$ cat config.mk
export PLATFORM = sky130hd
export DESIGN_NAME = lottery_ticket_scheduler
export DESIGN_NICKNAME = d
export VERILOG_FILES = /design/src/rtl/lts_pkg.sv /design/src/rtl/lts_store.sv /design/src/rtl/lottery_ticket_scheduler.sv
export SDC_FILE = /design/constraint.sdc
export NUM_CORES = 2
export LEC_CHECK = 0
export BUFFER_PORTS_ARGS = -buffer_cell sky130_fd_sc_hd__buf_4
export CAP_MARGIN = 20
export CORE_AREA = 5 5 293 438
export DETAILED_ROUTE_END_ITERATION = 8
export DIE_AREA = 0 0 298 443
export PLACE_DENSITY = 0.73
export SLEW_MARGIN = 20
export SYNTH_ARGS = -nofsm -noshare
export SYNTH_HDL_FRONTEND = slang
export SYNTH_SLANG_ARGS = --single-unit
$ cat constraint.sdc
create_clock -name clk -period 13.3 [get_ports clk]
set_clock_uncertainty 0.2 [all_clocks]
set_input_delay 1.33 -clock clk [delete_from_list [all_inputs] [get_ports clk]]
set_output_delay 1.33 -clock clk [all_outputs]
set_load 0.02 [all_outputs]
$ cat src/rtl/lts_pkg.sv
// Shared types and constants for the lottery ticket scheduler.
`default_nettype none
package lts_pkg;

  localparam int PID_W   = 5;
  localparam int TKIN_W  = 16;
  localparam int DRAW_W  = 21;
  localparam int TOTAL_W = 21;
  localparam int STAT_W  = 3;
  localparam logic [TOTAL_W-1:0] TOTAL_MAX = 21'h1FFFFF;

  typedef enum logic [1:0] {
    REQ_SET    = 2'd0,
    REQ_INSERT = 2'd1,
    REQ_REMOVE = 2'd2,
    REQ_DRAW   = 2'd3
  } req_t;

  typedef enum logic [STAT_W-1:0] {
    STAT_OK       = 3'd0,
    STAT_BAD_ID   = 3'd1,
    STAT_CONFLICT = 3'd2,
    STAT_EMPTY    = 3'd3,
    STAT_RANGE    = 3'd4
  } status_t;

  typedef enum logic [2:0] {
    S_IDLE,
    S_SWEEP,
    S_WALK,
    S_LINK,
    S_DONE
  } state_t;

  typedef struct packed {
    logic key;
    logic link;
    logic pt;
  } mem_we_t;

endpackage
`default_nettype wire

$ cat src/rtl/lts_store.sv
// Key, link and ticket memories of the scheduler, one shared read address.
`default_nettype none
module lts_store import lts_pkg::*; #(
  parameter int MAX_PROCS   = 32,
  parameter int TICKET_BITS = 16,
  localparam int IW  = $clog2(MAX_PROCS),
  localparam int IDW = $clog2(MAX_PROCS + 1)
) (
  input  wire logic                   clk,
  input  wire mem_we_t                we,
  input  wire logic [IW-1:0]          rd_addr,
  input  wire logic [IW-1:0]          key_waddr,
  input  wire logic [TICKET_BITS-1:0] key_wdata,
  input  wire logic [IW-1:0]          link_waddr,
  input  wire logic [IDW-1:0]         link_wdata,
  input  wire logic [IW-1:0]          pt_waddr,
  input  wire logic [TICKET_BITS-1:0] pt_wdata,
  output logic [TICKET_BITS-1:0]      key_rdata,
  output logic [IDW-1:0]              link_rdata,
  output logic [TICKET_BITS-1:0]      pt_rdata
);

  logic [TICKET_BITS-1:0] key_mem  [MAX_PROCS];
  logic [IDW-1:0]         link_mem [MAX_PROCS];
  logic [TICKET_BITS-1:0] pt_mem   [MAX_PROCS];

  // Write each memory at its own address, read all at one
  always_ff @(posedge clk) begin
    if (we.key) begin
      key_mem[key_waddr] <= key_wdata;
    end
    if (we.link) begin
      link_mem[link_waddr] <= link_wdata;
    end
    if (we.pt) begin
      pt_mem[pt_waddr] <= pt_wdata;
    end
    key_rdata  <= key_mem[rd_addr];
    link_rdata <= link_mem[rd_addr];
    pt_rdata   <= pt_mem[rd_addr];
  end

endmodule
`default_nettype wire

$ cat src/rtl/lottery_ticket_scheduler.sv
// Lottery ticket scheduler: ready list, ticket store and draw sequencer.
// One request is taken at a time and gives one result item. Set-tickets
// sweeps every process slot through the ticket memory.
// Insert walks the list one linked entry a cycle until its place, then
// writes the new entry's link and key and links it behind prev in S_LINK.
// Remove and draw walk to the entry and unlink it in the same cycle.
// Rejected requests go straight to S_DONE. The walk rate is set by the read
// of the link memory, whose registered output addresses the next read.
// A new request is taken while the previous result still waits on m_tvalid.
`default_nettype none
module lottery_ticket_scheduler import lts_pkg::*; #(
  parameter int MAX_PROCS   = 32,
  parameter int TICKET_BITS = 16
) (
  input  wire logic        clk,
  input  wire logic        rst,
  input  wire logic        s_tvalid,
  output logic             s_tready,
  // process_id [4:0], ticket_count [20:5], draw_value [41:21]
  input  wire logic [47:0] s_tdata,
  // req_type [1:0]
  input  wire logic [1:0]  s_tuser,
  output logic             m_tvalid,
  input  wire logic        m_tready,
  // status [2:0], winner_id [7:3], ticket_total [28:8]
  output logic [31:0]      m_tdata
);

  localparam int IW  = $clog2(MAX_PROCS);
  localparam int IDW = $clog2(MAX_PROCS + 1);
  localparam int SW  = TICKET_BITS + IDW;
  localparam int CW  = (SW > TOTAL_W) ? SW : TOTAL_W;
  localparam logic [IDW-1:0] EMPTY = IDW'(MAX_PROCS);

  state_t state, state_next;
  req_t   req;
  logic [IW-1:0]          pid;
  logic [TICKET_BITS-1:0] tk;
  logic [DRAW_W-1:0]      draw_r;
  logic [IDW-1:0]         head, cur, prev, idx;
  logic [SW-1:0]          acc, raw_sum;
  logic [MAX_PROCS-1:0]   queued, pt_valid;
  logic                   sw_v;
  logic [IW-1:0]          sw_i;
  status_t                res_status;
  logic [PID_W-1:0]       res_winner;

  mem_we_t                we;
  logic [IW-1:0]          rd_addr, key_waddr, link_waddr, pt_waddr;
  logic [TICKET_BITS-1:0] key_wdata, pt_wdata, key_rdata, pt_rdata;
  logic [IDW-1:0]         link_wdata, link_rdata;

  // Input fields
  req_t                   req_in;
  logic [IW-1:0]          pid_in;
  logic [TICKET_BITS-1:0] tk_in;
  logic [DRAW_W-1:0]      draw_in;
  logic                   pid_ok_in, accept;
  logic [TOTAL_W-1:0]     total_sat;
  logic [CW-1:0]          raw_ext;

  assign req_in    = req_t'(s_tuser);
  assign pid_in    = IW'(s_tdata[4:0]);
  assign tk_in     = TICKET_BITS'(32'(s_tdata[20:5]));
  assign draw_in   = s_tdata[41:21];
  assign pid_ok_in = (req_in == REQ_DRAW) || (32'(s_tdata[4:0]) < MAX_PROCS);
  assign s_tready  = (state == S_IDLE);
  assign accept    = s_tvalid && s_tready;

  // Saturate the running sum to the total field
  assign raw_ext   = CW'(raw_sum);
  assign total_sat = (raw_ext > CW'(TOTAL_MAX)) ? TOTAL_MAX : raw_ext[TOTAL_W-1:0];

  // Walk decisions on the entry read for cur
  logic                   cur_ok, ins_stop, hit;
  logic [SW-1:0]          acc_next;
  logic [TICKET_BITS-1:0] sw_val;

  assign cur_ok   = cur < EMPTY;
  assign acc_next = acc + SW'(key_rdata);
  assign ins_stop = !cur_ok || (key_rdata < tk) ||
                    ((key_rdata == tk) && (cur > IDW'(pid)));
  assign hit      = cur_ok && ((req == REQ_REMOVE) ? (cur == IDW'(pid))
                                                   : (CW'(acc_next) > CW'(draw_r)));
  assign sw_val   = pt_valid[sw_i] ? pt_rdata : '0;

  lts_store #(
    .MAX_PROCS  (MAX_PROCS),
    .TICKET_BITS(TICKET_BITS)
  ) u_store (
    .clk       (clk),
    .we        (we),
    .rd_addr   (rd_addr),
    .key_waddr (key_waddr),
    .key_wdata (key_wdata),
    .link_waddr(link_waddr),
    .link_wdata(link_wdata),
    .pt_waddr  (pt_waddr),
    .pt_wdata  (pt_wdata),
    .key_rdata (key_rdata),
    .link_rdata(link_rdata),
    .pt_rdata  (pt_rdata)
  );

  // State register
  always_ff @(posedge clk) begin
    if (rst) begin
      state <= S_IDLE;
    end else begin
      state <= state_next;
    end
  end

  // Next state and memory controls
  always_comb begin
    state_next = state;
    we         = '0;
    rd_addr    = head[IW-1:0];
    key_waddr  = pid;
    key_wdata  = tk;
    link_waddr = pid;
    link_wdata = cur;
    pt_waddr   = pid_in;
    pt_wdata   = tk_in;
    unique case (state)
      S_IDLE: begin
        if (accept) begin
          state_next = S_DONE;
          if (pid_ok_in) begin
            unique case (req_in)
              REQ_SET: begin
                we.pt      = 1'b1;
                state_next = S_SWEEP;
              end
              REQ_INSERT: begin
                if (!queued[pid_in]) state_next = S_WALK;
              end
              REQ_REMOVE: begin
                if (queued[pid_in]) state_next = S_WALK;
              end
              REQ_DRAW: begin
                if (head < EMPTY && draw_in < total_sat) state_next = S_WALK;
              end
            endcase
          end
        end
      end
      S_SWEEP: begin
        rd_addr = idx[IW-1:0];
        if (sw_v && queued[sw_i]) begin
          we.key    = 1'b1;
          key_waddr = sw_i;
          key_wdata = sw_val;
        end
        if (idx == EMPTY && !sw_v) state_next = S_DONE;
      end
      S_WALK: begin
        rd_addr = link_rdata[IW-1:0];
        if (req == REQ_INSERT) begin
          // Point the new entry at the first one it goes before
          if (ins_stop) begin
            we.link    = 1'b1;
            we.key     = 1'b1;
            state_next = S_LINK;
          end
        end else if (!cur_ok) begin
          state_next = S_DONE;
        end else if (hit) begin
          // Unlink cur behind prev
          if (prev != EMPTY) begin
            we.link    = 1'b1;
            link_waddr = prev[IW-1:0];
            link_wdata = link_rdata;
          end
          state_next = S_DONE;
        end
      end
      S_LINK: begin
        if (prev != EMPTY) begin
          we.link    = 1'b1;
          link_waddr = prev[IW-1:0];
          link_wdata = IDW'(pid);
        end
        state_next = S_DONE;
      end
      S_DONE: begin
        if (!m_tvalid || m_tready) state_next = S_IDLE;
      end
      default: state_next = S_IDLE;
    endcase
  end

  // Datapath and list state
  always_ff @(posedge clk) begin
    if (rst) begin
      queued   <= '0;
      pt_valid <= '0;
      head     <= EMPTY;
      raw_sum  <= '0;
      m_tvalid <= 1'b0;
      sw_v     <= 1'b0;
    end else begin
      if (m_tvalid && m_tready && state != S_DONE) m_tvalid <= 1'b0;
      unique case (state)
        S_IDLE: begin
          if (accept) begin
            req        <= req_in;
            pid        <= pid_in;
            tk         <= tk_in;
            draw_r     <= draw_in;
            cur        <= head;
            prev       <= EMPTY;
            acc        <= '0;
            idx        <= '0;
            sw_v       <= 1'b0;
            res_winner <= '0;
            priority if (!pid_ok_in) begin
              res_status <= STAT_BAD_ID;
            end else if (req_in == REQ_INSERT && queued[pid_in]) begin
              res_status <= STAT_CONFLICT;
            end else if (req_in == REQ_REMOVE && !queued[pid_in]) begin
              res_status <= STAT_CONFLICT;
            end else if (req_in == REQ_DRAW && head >= EMPTY) begin
              res_status <= STAT_EMPTY;
            end else if (req_in == REQ_DRAW && draw_in >= total_sat) begin
              res_status <= STAT_RANGE;
            end else begin
              res_status <= STAT_OK;
            end
            if (pid_ok_in && req_in == REQ_SET) begin
              pt_valid[pid_in] <= 1'b1;
              raw_sum          <= '0;
            end
          end
        end
        S_SWEEP: begin
          // Advance the read index, then copy and sum the returned count
          if (idx < EMPTY) begin
            idx  <= idx + 1'b1;
            sw_v <= 1'b1;
            sw_i <= idx[IW-1:0];
          end else begin
            sw_v <= 1'b0;
          end
          if (sw_v && queued[sw_i]) raw_sum <= raw_sum + SW'(sw_val);
        end
        S_WALK: begin
          if (req == REQ_INSERT) begin
            if (!ins_stop) begin
              prev <= cur;
              cur  <= link_rdata;
            end
          end else if (!cur_ok) begin
            res_status <= STAT_RANGE;
          end else if (hit) begin
            if (prev == EMPTY) head <= link_rdata;
            queued[cur[IW-1:0]] <= 1'b0;
            raw_sum <= raw_sum - SW'(key_rdata);
            if (req == REQ_DRAW) res_winner <= PID_W'(cur);
          end else begin
            prev <= cur;
            cur  <= link_rdata;
            acc  <= acc_next;
          end
        end
        S_LINK: begin
          if (prev == EMPTY) head <= IDW'(pid);
          queued[pid] <= 1'b1;
          raw_sum     <= raw_sum + SW'(tk);
        end
        S_DONE: begin
          if (!m_tvalid || m_tready) begin
            m_tvalid <= 1'b1;
            m_tdata  <= {3'b000, total_sat, res_winner, res_status};
          end
        end
        default: ;
      endcase
    end
  end

  // An empty list and an empty head pointer go together
  a_head_empty: assert property (@(posedge clk) disable iff (rst)
    (queued == '0) == (head == EMPTY))
    else $error("head pointer disagrees with queued flags");

  // An accepted item always starts work
  a_accept_busy: assert property (@(posedge clk) disable iff (rst)
    accept |=> state != S_IDLE)
    else $error("accepted item left no work");

  // A finished result reaches the output register
  a_done_out: assert property (@(posedge clk) disable iff (rst)
    (state == S_DONE && (!m_tvalid || m_tready)) |=> m_tvalid)
    else $error("result dropped");

endmodule
`default_nettype wire
==> impl_metrics.toml <==
[global_routing]
gr-max-usage-layer = "met2"
grtUsageMet1_pct = 27.0
grtUsageMet3_pct = 3.38
grt_pass1_vias = 33400
grt_max_degree = 153
grt_usage_pct = 21.0
grt_overflow_total = 0
grtUsageMet2_pct = 36.1
antenna_found_initial = 6
grt_pass1_wl_um = 211000

[worst_setup_path]
crit_type = "reg -> reg"
crit_fanout = 12
cp.required_ns = 13.48
arrival_ns = 6.93
startpoint_type = "flip-flop"
cp-startpoint = "u_store.key_rdata[0]"
r2r-start = "u_store.key_rdata[0]"
endpoint_kind = "flip-flop"

[sta]
fin_crit_sh_pct = 50.7
tns_ns = 0
fin_crit_ns = 6.75
hold_ws_ns = 0.222
slew_headroom_pct = 24.2
setup_viol = 0
rsz0062_at_grt = "false"
tightest_slew_ns = 1.13
finalWorstSetupSlack_ns = 6.55
fmaxAchievable_mhz = 148
hold_violations = 0
maxSlewViolCount = 0

[finish]
fill_cells = 9262
area_delta_synth_final_pct = 11.2
drive_gt1_share_pct = 23.2
fin_nets = 3870
layout.cells.non_filler = 5427
utilization_pct = 54.9

[synth]
ys_types = 85
ys_ff_latch = 1477
ys_seq_area_share_pct = 70.0
synth_area_per_cell_um2 = 17.1
syn_inst = 3592
synth_ff_type = "edfxtp_1"
synth_edf_count = 1342
async_flop_share_pct = 0
syn-cell-area_mm2 = 0.0615
yosysWarnings = 0

[routing]
vias = 32900
drt_iter0_drc = 3138
drt-total-wl_um = 140000
antenna_left = 0
wl_per_cell_um = 25.8
via_per_inst = 6.07
drc_errors = 0
first_pass_iters = 6

[min_path]
hold_class = "reg -> reg"
hold_start = "res_winner[4]"

[clocking]
clk_pin_slew_worst_paths_ns = 0.07
root_buffer = "clkbuf_16"
post_cts_resized = 0
insertion_delay_ns = 0.76
clockBufferDepth = 3
cts_buffers = 120
cts_hold_buf = 0
cts_sinks = 1477
post_cts_buffers = 0
tritoncts = "yes"
htree_levels = 3

[power]
static-leakage-power_nw = 22.7
p_comb_share_pct = 16.6
peakVddDrop_v = 0.000126
clkPwrFrac_pct = 33.7
power_density_mw_per_mm2 = 156
swShare_pct = 25.8
pwr-share-seq_pct = 49.7
p_switching_w = 0.00274
intPower_w = 0.00789

[placement]
port_buffers = 78
dpl.cell_count = 5199
place_ws_ns = 6.56
hpwl_um = 85700
gp_congestion = 0.910

[floorplanning]
dieHeight_um = 443
die_area_mm2 = 0.132
dieWidth_um = 298
row_count = 159
io_pins = 88
core-area_mm2 = 0.124
start_util_pct = 49.4

[run_status]
status = "finished clean"

[flow_run]
maxCapViolations = 0
-- cells by family (layout without fill, tap and decap cells) --
| kind of cell | count (synthesis) | after routing | synth area share, % |
|---|---|---|---|
| AND/OR/NAND/NOR | 712 | 712 | 5.24 |
| adder cells (fa/ha/maj) | 105 | 105 | 2.16 |
| buffers and inverters | 277 | 497 | 1.85 |
| multiplexers | 494 | 494 | 15.0 |
| other | 1 | 6 | 0.00610 |
| AO/OA/AOI/OAI | 477 | 477 | 5.06 |
| XOR/XNOR | 49 | 49 | 0.698 |
| flip-flops | 1477 | 1477 | 70.0 |
-- per-stage QoR --
stage	cell area, um2	power [W]
after CTS	68300	0.0107
after global placement	64300	0.00712
final	68300	0.0106
after floorplan	61500	0.00658
after global routing	68300	0.0110
after detailed placement	64300	0.00715
-- metal layers --
metal  up-vias  wire (um)
li1      14400          -
met1     17000      53500
met2      1270      71500
met3       284       9290
met4         6       5810
met5         -         34
-- critical path: stages, from the launching register on --
cell	delay, ns
dfxtp_1	0.39
ha_1	0.24
inv_1	0.07
fa_1	0.41
nor2b_1	0.13
o21a_1	0.14
o21ai_0	0.14
a21oi_1	0.23
o21a_1	0.18
o21a_1	0.18
o221a_2	0.27
o2111ai_1	0.16
xnor2_1	0.17
ha_1	0.30
nand4_1	0.14
nor4_1	0.35
a31oi_1	0.13
nor2_1	0.11
a41o_1	0.20
a32oi_2	0.25
a211oi_2	0.97
a32oi_1	0.43
nor2_1	0.58
-- cell usage in the layout (no fill, tap or decap), types with 32 or more instances in the layout --
| cell | netlist | final |
|---|---|---|
| mux2i_1 | 82 | 82 |
| nand2_1 | 259 | 257 |
| clkbuf_1 | 90 | 32 |
| a21o_1 | 34 | 34 |
| edfxtp_1 | 1342 | 1342 |
| nor2_1 | 225 | 192 |
| buf_4 | 4 | 169 |
| ha_1 | 103 | 103 |
| mux4_2 | 334 | 334 |
| inv_1 | 95 | 94 |
| o21ai_1 | 45 | 44 |
| mux2_2 | 78 | 78 |
| clkbuf_16 | 0 | 122 |
| nor3_1 | 47 | 45 |
| dfxtp_1 | 135 | 135 |
| a21oi_1 | 76 | 73 |
| o21ai_0 | 127 | 108 |
| o211ai_1 | 46 | 46 |
-- flip-flops by register name (all words and copies together) (netlist names), 6 cells and up --
signal / cells
draw_r: 21
pt_valid: 32
prev: 6
cur: 6
u_store.key_mem: 512
idx: 6
head: 6
tk: 16
u_store.link_rdata: 6
u_store.pt_rdata: 16
u_store.key_rdata: 16
raw_ext: 22
queued: 32
acc: 22
u_store.link_mem: 192
m_tdata: 29
u_store.pt_mem: 512
-- power by group through the flow --
stage | Sequential [W] | Combinational (W) | Clock [W]
4_1_cts | 0.00528 | 0.00178 | 0.00364
3_5_place_dp | 0.00538 | 0.00177 | 0
2_1_floorplan | 0.00534 | 0.00125 | 0
3_3_place_gp | 0.00538 | 0.00175 | 0
6_report | 0.00528 | 0.00177 | 0.00358
5_1_grt | 0.00529 | 0.00191 | 0.00384
-- cell usage after synthesis, drive strengths merged (47+ instances only) --
| library cell | count | area (um2) |
|---|---|---|
| o211ai | 47 | 358 |
| ha | 103 | 1290 |
| mux2 | 78 | 878 |
| o21ai | 175 | 895 |
| a21oi | 78 | 398 |
| nor3 | 52 | 285 |
| nor2 | 226 | 851 |
| inv | 97 | 364 |
| nand2 | 259 | 972 |
| clkbuf | 90 | 338 |
| mux2i | 82 | 821 |
| mux4 | 334 | 7520 |
| buf | 90 | 433 |
| dfxtp | 135 | 2700 |
| edfxtp | 1342 | 40300 |
-- final timing paths --
| check | to | slack (ns) | depth (start not counted) |
|---|---|---|---|
| max | u_store.link_mem[20][3] | 6.55 | 22 |
| min | m_tdata[7] | 0.22 | 0 |
| max reg2reg | u_store.link_mem[20][3] | 6.55 | 22 |
| min reg2reg | m_tdata[7] | 0.22 | 0 |
-- layout make-up --
| cell class | count | area, um2 | share of cell area (%) |
|---|---|---|---|
| Clock inverter | 67 | 719 | 1.05 |
| Inverter | 97 | 364 | 0.533 |
| Antenna cell | 3 | 7.51 | 0.0110 |
| Sequential cell | 1477 | 43000 | 62.9 |
| Tap cell | 1610 | 2010 | 2.95 |
| Clock buffer | 158 | 3230 | 4.73 |
| Timing Repair Buffer | 175 | 1380 | 2.03 |
| Multi-Input combinational cell | 1840 | 17600 | 25.8 |
No activity file was read; power rests on OpenSTA's default activity.
